--- src/rtl/rpsa_pkg.sv ---
// Shared constants and types for the radix partition slot allocator.
`default_nettype none

package rpsa_pkg;

    localparam int MAX_RADIX_BITS = 10;
    localparam int SLOT_BITS      = 16;

    localparam int KEY_W   = 64;
    localparam int PAY_W   = 64;
    localparam int PART_W  = MAX_RADIX_BITS;
    localparam int SLOT_W  = SLOT_BITS;
    localparam int CNT_W   = SLOT_BITS + 1;
    localparam int RB_W    = 4;
    localparam int CAP_W   = 17;
    localparam int NUM_PARTS = 1 << MAX_RADIX_BITS;

    localparam logic [CNT_W-1:0] SLOT_LIMIT = CNT_W'(1) << SLOT_BITS;

    // Configuration port
    localparam int CFG_IDX_W  = 2;
    localparam int CFG_DATA_W = CAP_W;
    localparam logic [CFG_IDX_W-1:0] REG_RADIX_BITS = CFG_IDX_W'(0);
    localparam logic [CFG_IDX_W-1:0] REG_CAPACITY   = CFG_IDX_W'(1);

    localparam logic [RB_W-1:0]  RADIX_BITS_RESET = RB_W'(10);
    localparam logic [CAP_W-1:0] CAPACITY_RESET   = CAP_W'(65536);

    // Queue between front and back; depth is a power of two so pointers wrap
    localparam int QUEUE_DEPTH = 2;
    localparam int QPTR_W      = $clog2(QUEUE_DEPTH);
    localparam int QCNT_W      = $clog2(QUEUE_DEPTH + 1);

    typedef struct packed {
        logic [KEY_W-1:0]  key;
        logic [PAY_W-1:0]  payload;
        logic              last;
        logic [PART_W-1:0] part;
    } t_item;

    typedef struct packed {
        logic [CNT_W-1:0] capacity;
    } t_cfg;

    typedef struct packed {
        logic clearing;
    } t_back_status;

endpackage

`default_nettype wire

--- src/rtl/rpsa_queue.sv ---
// Short item queue between front and back.
`default_nettype none

module rpsa_queue (
    input  wire                 i_clk,
    input  wire                 i_rst_n,
    input  wire                 i_push,
    input  wire rpsa_pkg::t_item i_push_item,
    output logic                o_full,
    input  wire                 i_pop,
    output rpsa_pkg::t_item     o_head,
    output logic                o_empty
);
    import rpsa_pkg::*;

    t_item              r_mem [QUEUE_DEPTH];
    logic [QPTR_W-1:0]  r_wr_ptr;
    logic [QPTR_W-1:0]  r_rd_ptr;
    logic [QCNT_W-1:0]  r_count;
    logic               do_push;
    logic               do_pop;

    assign o_full  = (r_count == QCNT_W'(QUEUE_DEPTH));
    assign o_empty = (r_count == '0);
    assign do_push = i_push && !o_full;
    assign do_pop  = i_pop && !o_empty;
    assign o_head  = r_mem[r_rd_ptr];

    always_ff @(posedge i_clk) begin
        if (do_push) begin
            r_mem[r_wr_ptr] <= i_push_item;
        end
    end

    always_ff @(posedge i_clk) begin
        if (!i_rst_n) begin
            r_wr_ptr <= '0;
            r_rd_ptr <= '0;
            r_count  <= '0;
        end else begin
            if (do_push) begin
                r_wr_ptr <= r_wr_ptr + QPTR_W'(1);
            end
            if (do_pop) begin
                r_rd_ptr <= r_rd_ptr + QPTR_W'(1);
            end
            if (do_push && !do_pop) begin
                r_count <= r_count + QCNT_W'(1);
            end else if (do_pop && !do_push) begin
                r_count <= r_count - QCNT_W'(1);
            end
        end
    end

endmodule

`default_nettype wire

--- config.mk ---
export PLATFORM = sky130hd
export DESIGN_NAME = rpsa_queue
export DESIGN_NICKNAME = d
export VERILOG_FILES = /design/src/rtl/rpsa_pkg.sv /design/src/rtl/rpsa_queue.sv
export SDC_FILE = /design/constraint.sdc
export NUM_CORES = 1
export LEC_CHECK = 0
export BUFFER_PORTS_ARGS = -buffer_cell sky130_fd_sc_hd__buf_4
export CORE_MARGIN = 2
export CORE_UTILIZATION = 41
export CTS_CLUSTER_DIAMETER = 100
export CTS_CLUSTER_SIZE = 16
export DETAILED_ROUTE_END_ITERATION = 8
export GPL_TIMING_DRIVEN = 0
export PLACE_DENSITY_LB_ADDON = 0.05
export SYNTH_ARGS = -nofsm -noshare
export SYNTH_HDL_FRONTEND = slang
export SYNTH_SLANG_ARGS = --single-unit
export TNS_END_PERCENT = 50
--- constraint.sdc ---
create_clock -name i_clk -period 12.9 [get_ports i_clk]
set_input_delay 0.645 -clock i_clk [delete_from_list [all_inputs] [get_ports i_clk]]
set_output_delay 0.645 -clock i_clk [all_outputs]
set_load 0.03 [all_outputs]
Word-level counts from Yosys, hierarchy flattened
Memory sizes are Yosys's and may differ from the RTL's. A register that Yosys moved wholly into a read port is not among the register bits.
Cells that the tools add are included.

word-level totals
  memories = 1
  output and inout bits = 141
  register bits after elaboration = 4
  memory bits (writable) = 278

operators by class
  mux-type cells = 6
  $add $sub $neg = 4
  eq/ne operators = 1
  reduce and logical (&&, ||, !) cells = 10

memories
  memory  depth  bits a word  read ports  clocked after Yosys merged registers in  write ports  RTL line          text
  r_mem   2      139          1           1                                        1            rpsa_queue.sv:16  t_item r_mem [QUEUE_DEPTH];

operator list
  cell                                                                count
  1-bit logical AND                                                   4
  1-bit logical NOT                                                   4
  1-bit 2-to-1 mux                                                    4
  2-bit 2-to-1 mux                                                    2
  1-bit adder, second input constant                                  2
  2-bit by 1-bit adder with 2-bit output, second input constant       1
  2-bit equality test, second input constant                          1
  2-bit logical NOT                                                   1
  2-bit nonzero test                                                  1
  2-bit by 1-bit subtractor with 2-bit output, second input constant  1

Logic depth before layout (Yosys ltp)
Gate-level depths: netlist of run 1.

  word-level depth = 7
  depth in mapped cells = 7
  depth with buffers taken out = 7

Worst setup path after synthesis of run 1
No wires, ideal clock.

  path kind = input to register
  start point = input port i_push
  end point = memory r_mem[0][0] in the netlist's numbering (enable)
  setup slack = 6.211 ns
  path buffers = 0
  stages on the path = 2
  data arrival time = 6.076 ns
  data required time = 12.286 ns
  path through = inv_1 > nor3_2

on the way
  word-level cells in the longest chain between the ends = 3

ends and longest elaborated chain
  element                                 RTL line          text
  from (decl)                             rpsa_queue.sv:7   input wire i_push,
  1-bit logical AND                       rpsa_queue.sv:25  assign do_push = i_push && !o_full;
  1-bit 2-to-1 mux                        rpsa_queue.sv:30  if (do_push) begin
  1-bit 2-to-1 mux (not written as such)  rpsa_queue.sv:31  r_mem[r_wr_ptr] <= i_push_item;
  to (decl)                               rpsa_queue.sv:16

No other way between the ends.

==> flow_summary.yaml, run 1 <==
outcome:
  status: "finished, final reports clean"
critical_path:
  worstSetupPathType: "register to output pin"
  worst-path-stages: 4
  crit_path_start_kind: "register"
  cp-end-kind: "output pin"
  cp.required_ns: 12.26
  crit_chain: "buf_4 -> buf_6 -> mux2_2 -> buf_4"
  cp_data_arrival_time_ns: 1.90
  critPathTopFamily: "buffers and inverters"
  rrSetupSlack_ns: 10.45
  critical_path.most_common_cell: "buf_4"
  crit_buf_inv: 3
  crit_fanout: 10
  slowest_stage: "dfxtp_1"
  reg2reg_depth: 6
  cp_slowest_stage_delay_ns: 0.39
placed_design:
  placed_area_sq_um: 13100
  io_buffer_count: 283
  gp_congestion: 0.735
  dp_hpwl_um: 14700
clock_tree:
  cts_made_buffers: 21
  cts_tree: "yes"
  insertion_delay_ns: 0.49
  cts_setup_buffers: 0
  post_cts_resized: 0
  clockBufferDepth: 3
  clkSinkCount: 283
  cts-root-buf: "clkbuf_16"
  postCtsHoldBufs: 0
  clk_pin_slew_ns: 0.08
  cts-htree-levels: 1
synthesis:
  synth.top_cells.by_count: "278 x edfxtp_1, 139 x mux2_2, 11 x buf_6"
  synth_area_leaders: "edfxtp_1 81%, mux2_2 15%, buf_6 1.2%"
  synth_warnings: 0
  synth_edf_count: 278
  synth_seq_cells: 283
  synth_top_area_cell: "edfxtp_1"
  synth-main-ff-cell: "edfxtp_1"
  ys_async_sr_fraction: 0
  yosysMostFrequentCell: "edfxtp_1"
  ys_types: 21
  syn_area_sq_um: 10300
  synth_top_area_frac: 0.811
  syn_nets: 601
  syn_inst: 457
  syn-mean-instance-area_sq_um: 22.5
  ys_seq_area_frac: 0.821
global_route:
  grt_antenna_before_repair: 0
  grt_pass1_wl_um: 30400
  grt_pass1_vias: 5716
  grtUsageTotal: 0.151
  grt_max_degree: 59
  overflow: 0
route:
  vias: 5251
  drtAntennaViolNets: 0
  routed_wl_um: 20800
  first_pass_iters: 4
  drt-initial-drc-count: 254
  wl_per_cell_um: 18.8
  viasPerCell: 4.73
  drc_errors: 0
die:
  core.rowCount: 57
  coreArea_sq_um: 24500
  ios: 284
  die_y_um: 162
  initial_core_util: 0.421
  dieWidth_um: 162
  dieArea_sq_um: 26400
layout:
  fillers: 1945
  drive_gt1_frac: 0.598
  diodes: 0
  fin_area_sq_um: 13700
  regArea_sq_um: 8450
  nets: 917
  multi_input_area_sq_um: 1700
  area_growth_pct: 32.7
sta:
  setup_violations: 0
  clock.fmax_mhz: 393
  max-slew-margin-rel: 0.276
  fin_crit_ns: 2.55
  holdWs_ns: 0.325
  drv_slew: 0
  skew_ns: 0.00826
  tightest_slew_ns: 1.08
  fin_setup_tns_ns: 0
  finalCritPeriodShare: 0.197
  rsz0062_at_grt: "false"
  hold_violations: 0
run:
  maxCapViolCount: 0
worst_hold_path:
  hold-path-cell-count: 1
  hold_path.class: "primary input to register"
pwr:
  power.density_nw_per_um2: 203
  total_leakage_power_nw: 5.04
  ir_drop_uv: 114
through the flow:
stage	worst slack (ns)	utilization	power (mW)	std cells
floorplan	6.21	-	1.84	457
global placement	3.26	0.524	2.19	1064
detailed placement	10.21	0.535	2.21	1074
CTS	10.26	0.559	2.82	1111
global route	10.24	0.559	2.89	1111
finish	10.35	0.559	2.77	1111
report_power, final:
group | leakage (nW) | total [mW] | internal, mW | switching, mW
Clock | 0.277 | 0.593 | 0.307 | 0.286
Combinational | 2.12 | 1.00 | 0.422 | 0.578
Sequential | 2.64 | 1.18 | 1.15 | 0.0269
Total | 5.04 | 2.77 | 1.88 | 0.890
placed cells by master, fill, tap and decap left out, types with 2 or more instances in the layout:
cell	instances
dfxtp_1	5
edfxtp_1	278
nor2_1	2
clkbuf_1	15
inv_1	2
buf_4	285
buf_8	3
buf_16	7
buf_2	2
and2_1	3
buf_6	11
clkbuf_16	21
mux2_2	139
xnor2_1	2
metal layers:
metal / track usage / vias to the layer above / routed length [um]
met1: 0.170 / 2580 / 7890
met3: 0.0519 / 34 / 1890
met5: 0 / - / 0
met2: 0.271 / 191 / 10600
met4: 0.0438 / 0 / 507
li1: - / 2446 / -
cell families (layout without fill, tap and decap cells):
logic type	after synthesis	count (layout)	synth area share
adder cells (fa/ha/maj)	1	1	0.00122
AO/OA/AOI/OAI	5	5	0.00316
XOR/XNOR	3	3	0.00255
AND/OR/NAND/NOR	9	9	0.00535
multiplexers	139	139	0.152
flip-flops	283	283	0.821
buffers and inverters	17	347	0.0152
worst paths after layout:
path / startpoint / end
setup / recovery: register / o_head[104]
hold / removal: i_push_item[18] / r_mem[1][18]
setup reg to reg: r_count[0] / r_mem[0][125]
hold reg to reg: r_count[1] / r_count[1]
layout make-up:
type                            instances  area share
Clock buffer                           36      0.0426
Timing Repair Buffer                  293       0.173
Tap cell                              324      0.0297
Multi-Input combinational cell        157       0.125
Clock inverter                          1    0.000549
Inverter                                2    0.000549
Buffer                                 15      0.0109
Sequential cell                       283       0.618
sequential cells by signal, summed over array words and instances (netlist names), named ones only:
signal,count
r_count,2
r_mem,278
r_rd_ptr,1
r_wr_ptr,1
Note: power is estimated with default switching activity, not from simulation.
==> run 2, diff against run 1 <==
- ABC_AREA: unset -> 1
- clock period: 12.9 -> 2.19 ns (I/O delays scaled with it)
==> run 2 against run 1 <==
Net effect:
- final cell count increased by 14%
- final area increased by 11%
- register-to-register slack got worse by 10 ns
- flip-flop and latch count unchanged
- utilization increased by 5.0 points
- sequential share of layout area decreased by 6.0 points
- combinational power increased to 5.5 times the previous value
- clock power increased to 5.8 times the previous value
- via count increased by 11%
- clock skew increased by 0.0038 ns
- critical path depth unchanged
- setup slack got worse by 10 ns
==> flow_summary.yaml, run 2 <==
synthesis:
  synth_warnings: 0
  synth_seq_cells: 283
  synth_area_leaders: "edfxtp_1 81%, mux2_2 15%, buf_6 1.2%"
  synth_top_area_cell: "edfxtp_1"
  ys_types: 14
  yosysMostFrequentCell: "edfxtp_1"
  syn_inst: 470
  synth_top_area_frac: 0.810
  ys_async_sr_fraction: 0
  syn-mean-instance-area_sq_um: 21.9
  syn_nets: 614
  ys_seq_area_frac: 0.820
  synth_edf_count: 278
  synth-main-ff-cell: "edfxtp_1"
  synth.top_cells.by_count: "278 x edfxtp_1, 139 x mux2_2, 11 x buf_6, 11 x nor2_1, 9 x inv_1"
  syn_area_sq_um: 10300
critical_path:
  crit_path_end: "o_head[6]"
  worstSetupPathType: "register to output pin"
  reg2reg_from: "r_wr_ptr"
  rrSetupSlack_ns: 0.46
  cp.required_ns: 2.08
  cp-end-kind: "output pin"
  crit_fanout: 10
  crit_path_start_kind: "register"
  r2r-end: "r_mem[1][18]"
  cp_data_arrival_time_ns: 1.90
  reg2reg_depth: 4
sta:
  setup_violations: 0
  hold_violations: 0
  clock.fmax_mhz: 497
  rsz0062_at_grt: "false"
  skew_ns: 0.0120
  max-slew-margin-rel: 0.655
  fin_crit_ns: 2.01
  drv_slew: 0
  finalCritPeriodShare: 0.919
  tightest_slew_ns: 0.516
pwr:
  power.density_nw_per_um2: 1050
  switching_power_mw: 4.98
  pwr-share-clk: 0.215
  switching_share: 0.313
  p_seq_frac: 0.439
  p_comb_frac: 0.346
  ir_drop_uv: 675
  total_leakage_power_nw: 5.67
  p_int_mw: 10.9
placed_design:
  gp_congestion: 0.727
  dp_hpwl_um: 14400
  placed_area_sq_um: 13200
  io_buffer_count: 283
clock_tree:
  cts-htree-levels: 1
  clkSinkCount: 283
  cts_tree: "yes"
  cts-root-buf: "clkbuf_16"
  clockBufferDepth: 3
  insertion_delay_ns: 0.50
  clk_pin_slew_ns: 0.07
  cts_made_buffers: 21
layout:
  top_regs: "r_mem (278), r_count (2)"
  largest_reg_flops: 278
  diodes: 0
  drive_gt1_frac: 0.510
  nets: 1073
  regMostFlops: "r_mem"
  utilization: 0.608
  final_common_cell: "buf_4"
  layout_common_cells: "285 x buf_4, 278 x edfxtp_1, 141 x dlygate4sd3_1"
  area_growth_pct: 46.9
  fin_area_sq_um: 15100
global_route:
  grt_antenna_before_repair: 1
  grt_pass1_wl_um: 32400
  grt_max_degree: 28
  grt_pass1_vias: 6300
  overflow: 0
  grtUsageTotal: 0.157
die:
  dieArea_sq_um: 26400
  ios: 284
  die_y_um: 163
  core.rowCount: 58
  dieWidth_um: 163
  coreArea_sq_um: 24900
  initial_core_util: 0.414
route:
  routed_wl_um: 21600
  wl_per_cell_um: 17.1
  viasPerCell: 4.61
  drc_errors: 0
  drt-initial-drc-count: 261
  drtAntennaViolNets: 0
  first_pass_iters: 4
  vias: 5826
worst_hold_path:
  hold-path-cell-count: 5
  hold_path.class: "primary input to register"
outcome:
  status: "finished, final reports clean"
run:
  maxCapViolCount: 0
## run 2: cell types whose count changed in the layout (fill, tap and decap cells not counted), sizes merged, moves of 3 or more
cell,before,now
and2,3,0
nand2,0,6
clkbuf,36,28
inv,2,9
nor2,2,11
dlygate4sd3,0,141
## run 2: cell families (layout without fill, tap and decap cells)
logic type | after synthesis | in the layout | synth area share
DFF | 283 | 283 | 0.820
muxes | 139 | 139 | 0.152
AOI/OAI and AO/OA | 4 | 4 | 0.00194
adders and majority gates | 1 | 1 | 0.00121
buffers and inverters | 24 | 489 | 0.0177
and+or+nand+nor | 19 | 19 | 0.00729
## run 2: worst max-delay path, stage by stage (launching register included)
cell and delay, ns:
dfxtp_1 0.37, buf_4 0.29, buf_6 0.20, mux2_2 0.36, buf_4 0.17
## run 2: how the worst min path moves through the flow
stage / startpoint / end / slack, ns
6_report: i_pop / r_rd_ptr / 0.04
5_1_grt: i_pop / register / 0.09
4_1_cts: i_pop / r_rd_ptr / 0.004
3_5_place_dp: i_push_item[62] / r_mem[1][62] / 0.30
3_3_place_gp: i_push_item[59] / r_mem[1][59] / 0.29
2_1_floorplan: i_push_item[0] / r_mem[0][0] / 0.21
## run 2: area by class of cell
| cell class | instances | area (sq um) |
|---|---|---|
| inverters | 9 | 33.8 |
| clock inverters | 1 | 7.51 |
| repair buffers | 436 | 3840 |
| fillers | 1881 | 9750 |
| flip-flops and latches | 283 | 8450 |
| multi-input cells | 163 | 1700 |
| well taps | 330 | 413 |
| clock buffers | 28 | 552 |
| plain buffers | 15 | 149 |
## run 2: power groups by stage
stage	Clock [mW]	Sequential [mW]	Combinational [mW]
6_report	3.43	7.00	5.50
5_1_grt	3.75	7.06	5.80
4_1_cts	3.55	7.00	5.57
3_5_place_dp	0	7.12	5.33
3_3_place_gp	0	7.18	5.01
2_1_floorplan	0	7.12	3.26
## run 2: per-stage QoR
step                hold WS (ns)  setup TNS, ns  std cells  power [mW]  setup slack, ns
detailed placement         0.297              0       1095        12.5            0.466
CTS                      0.00434              0       1265        16.1            0.116
floorplan                  0.208        -211.53        470        10.4           -0.761
global route              0.0941              0       1265        16.6           0.0559
global placement           0.294        -532.72       1083        12.2            -1.92
finish                    0.0354              0       1265        15.9            0.176
## run 2: routing by layer
metal / vias to the layer above / track usage / part of all wire
li1: 2754 / - / -
met2: 196 / 0.278 / 0.50
met1: 2837 / 0.184 / 0.39
met4: 2 / 0.0434 / 0.022
met3: 37 / 0.0504 / 0.089
met5: - / 0 / 0.00032
## run 2: repair_timing
action                    CTS  global route
hold endpoints to repair  283             0
setup buffers               0             0
hold buffers              141             0
resized for setup           0             0
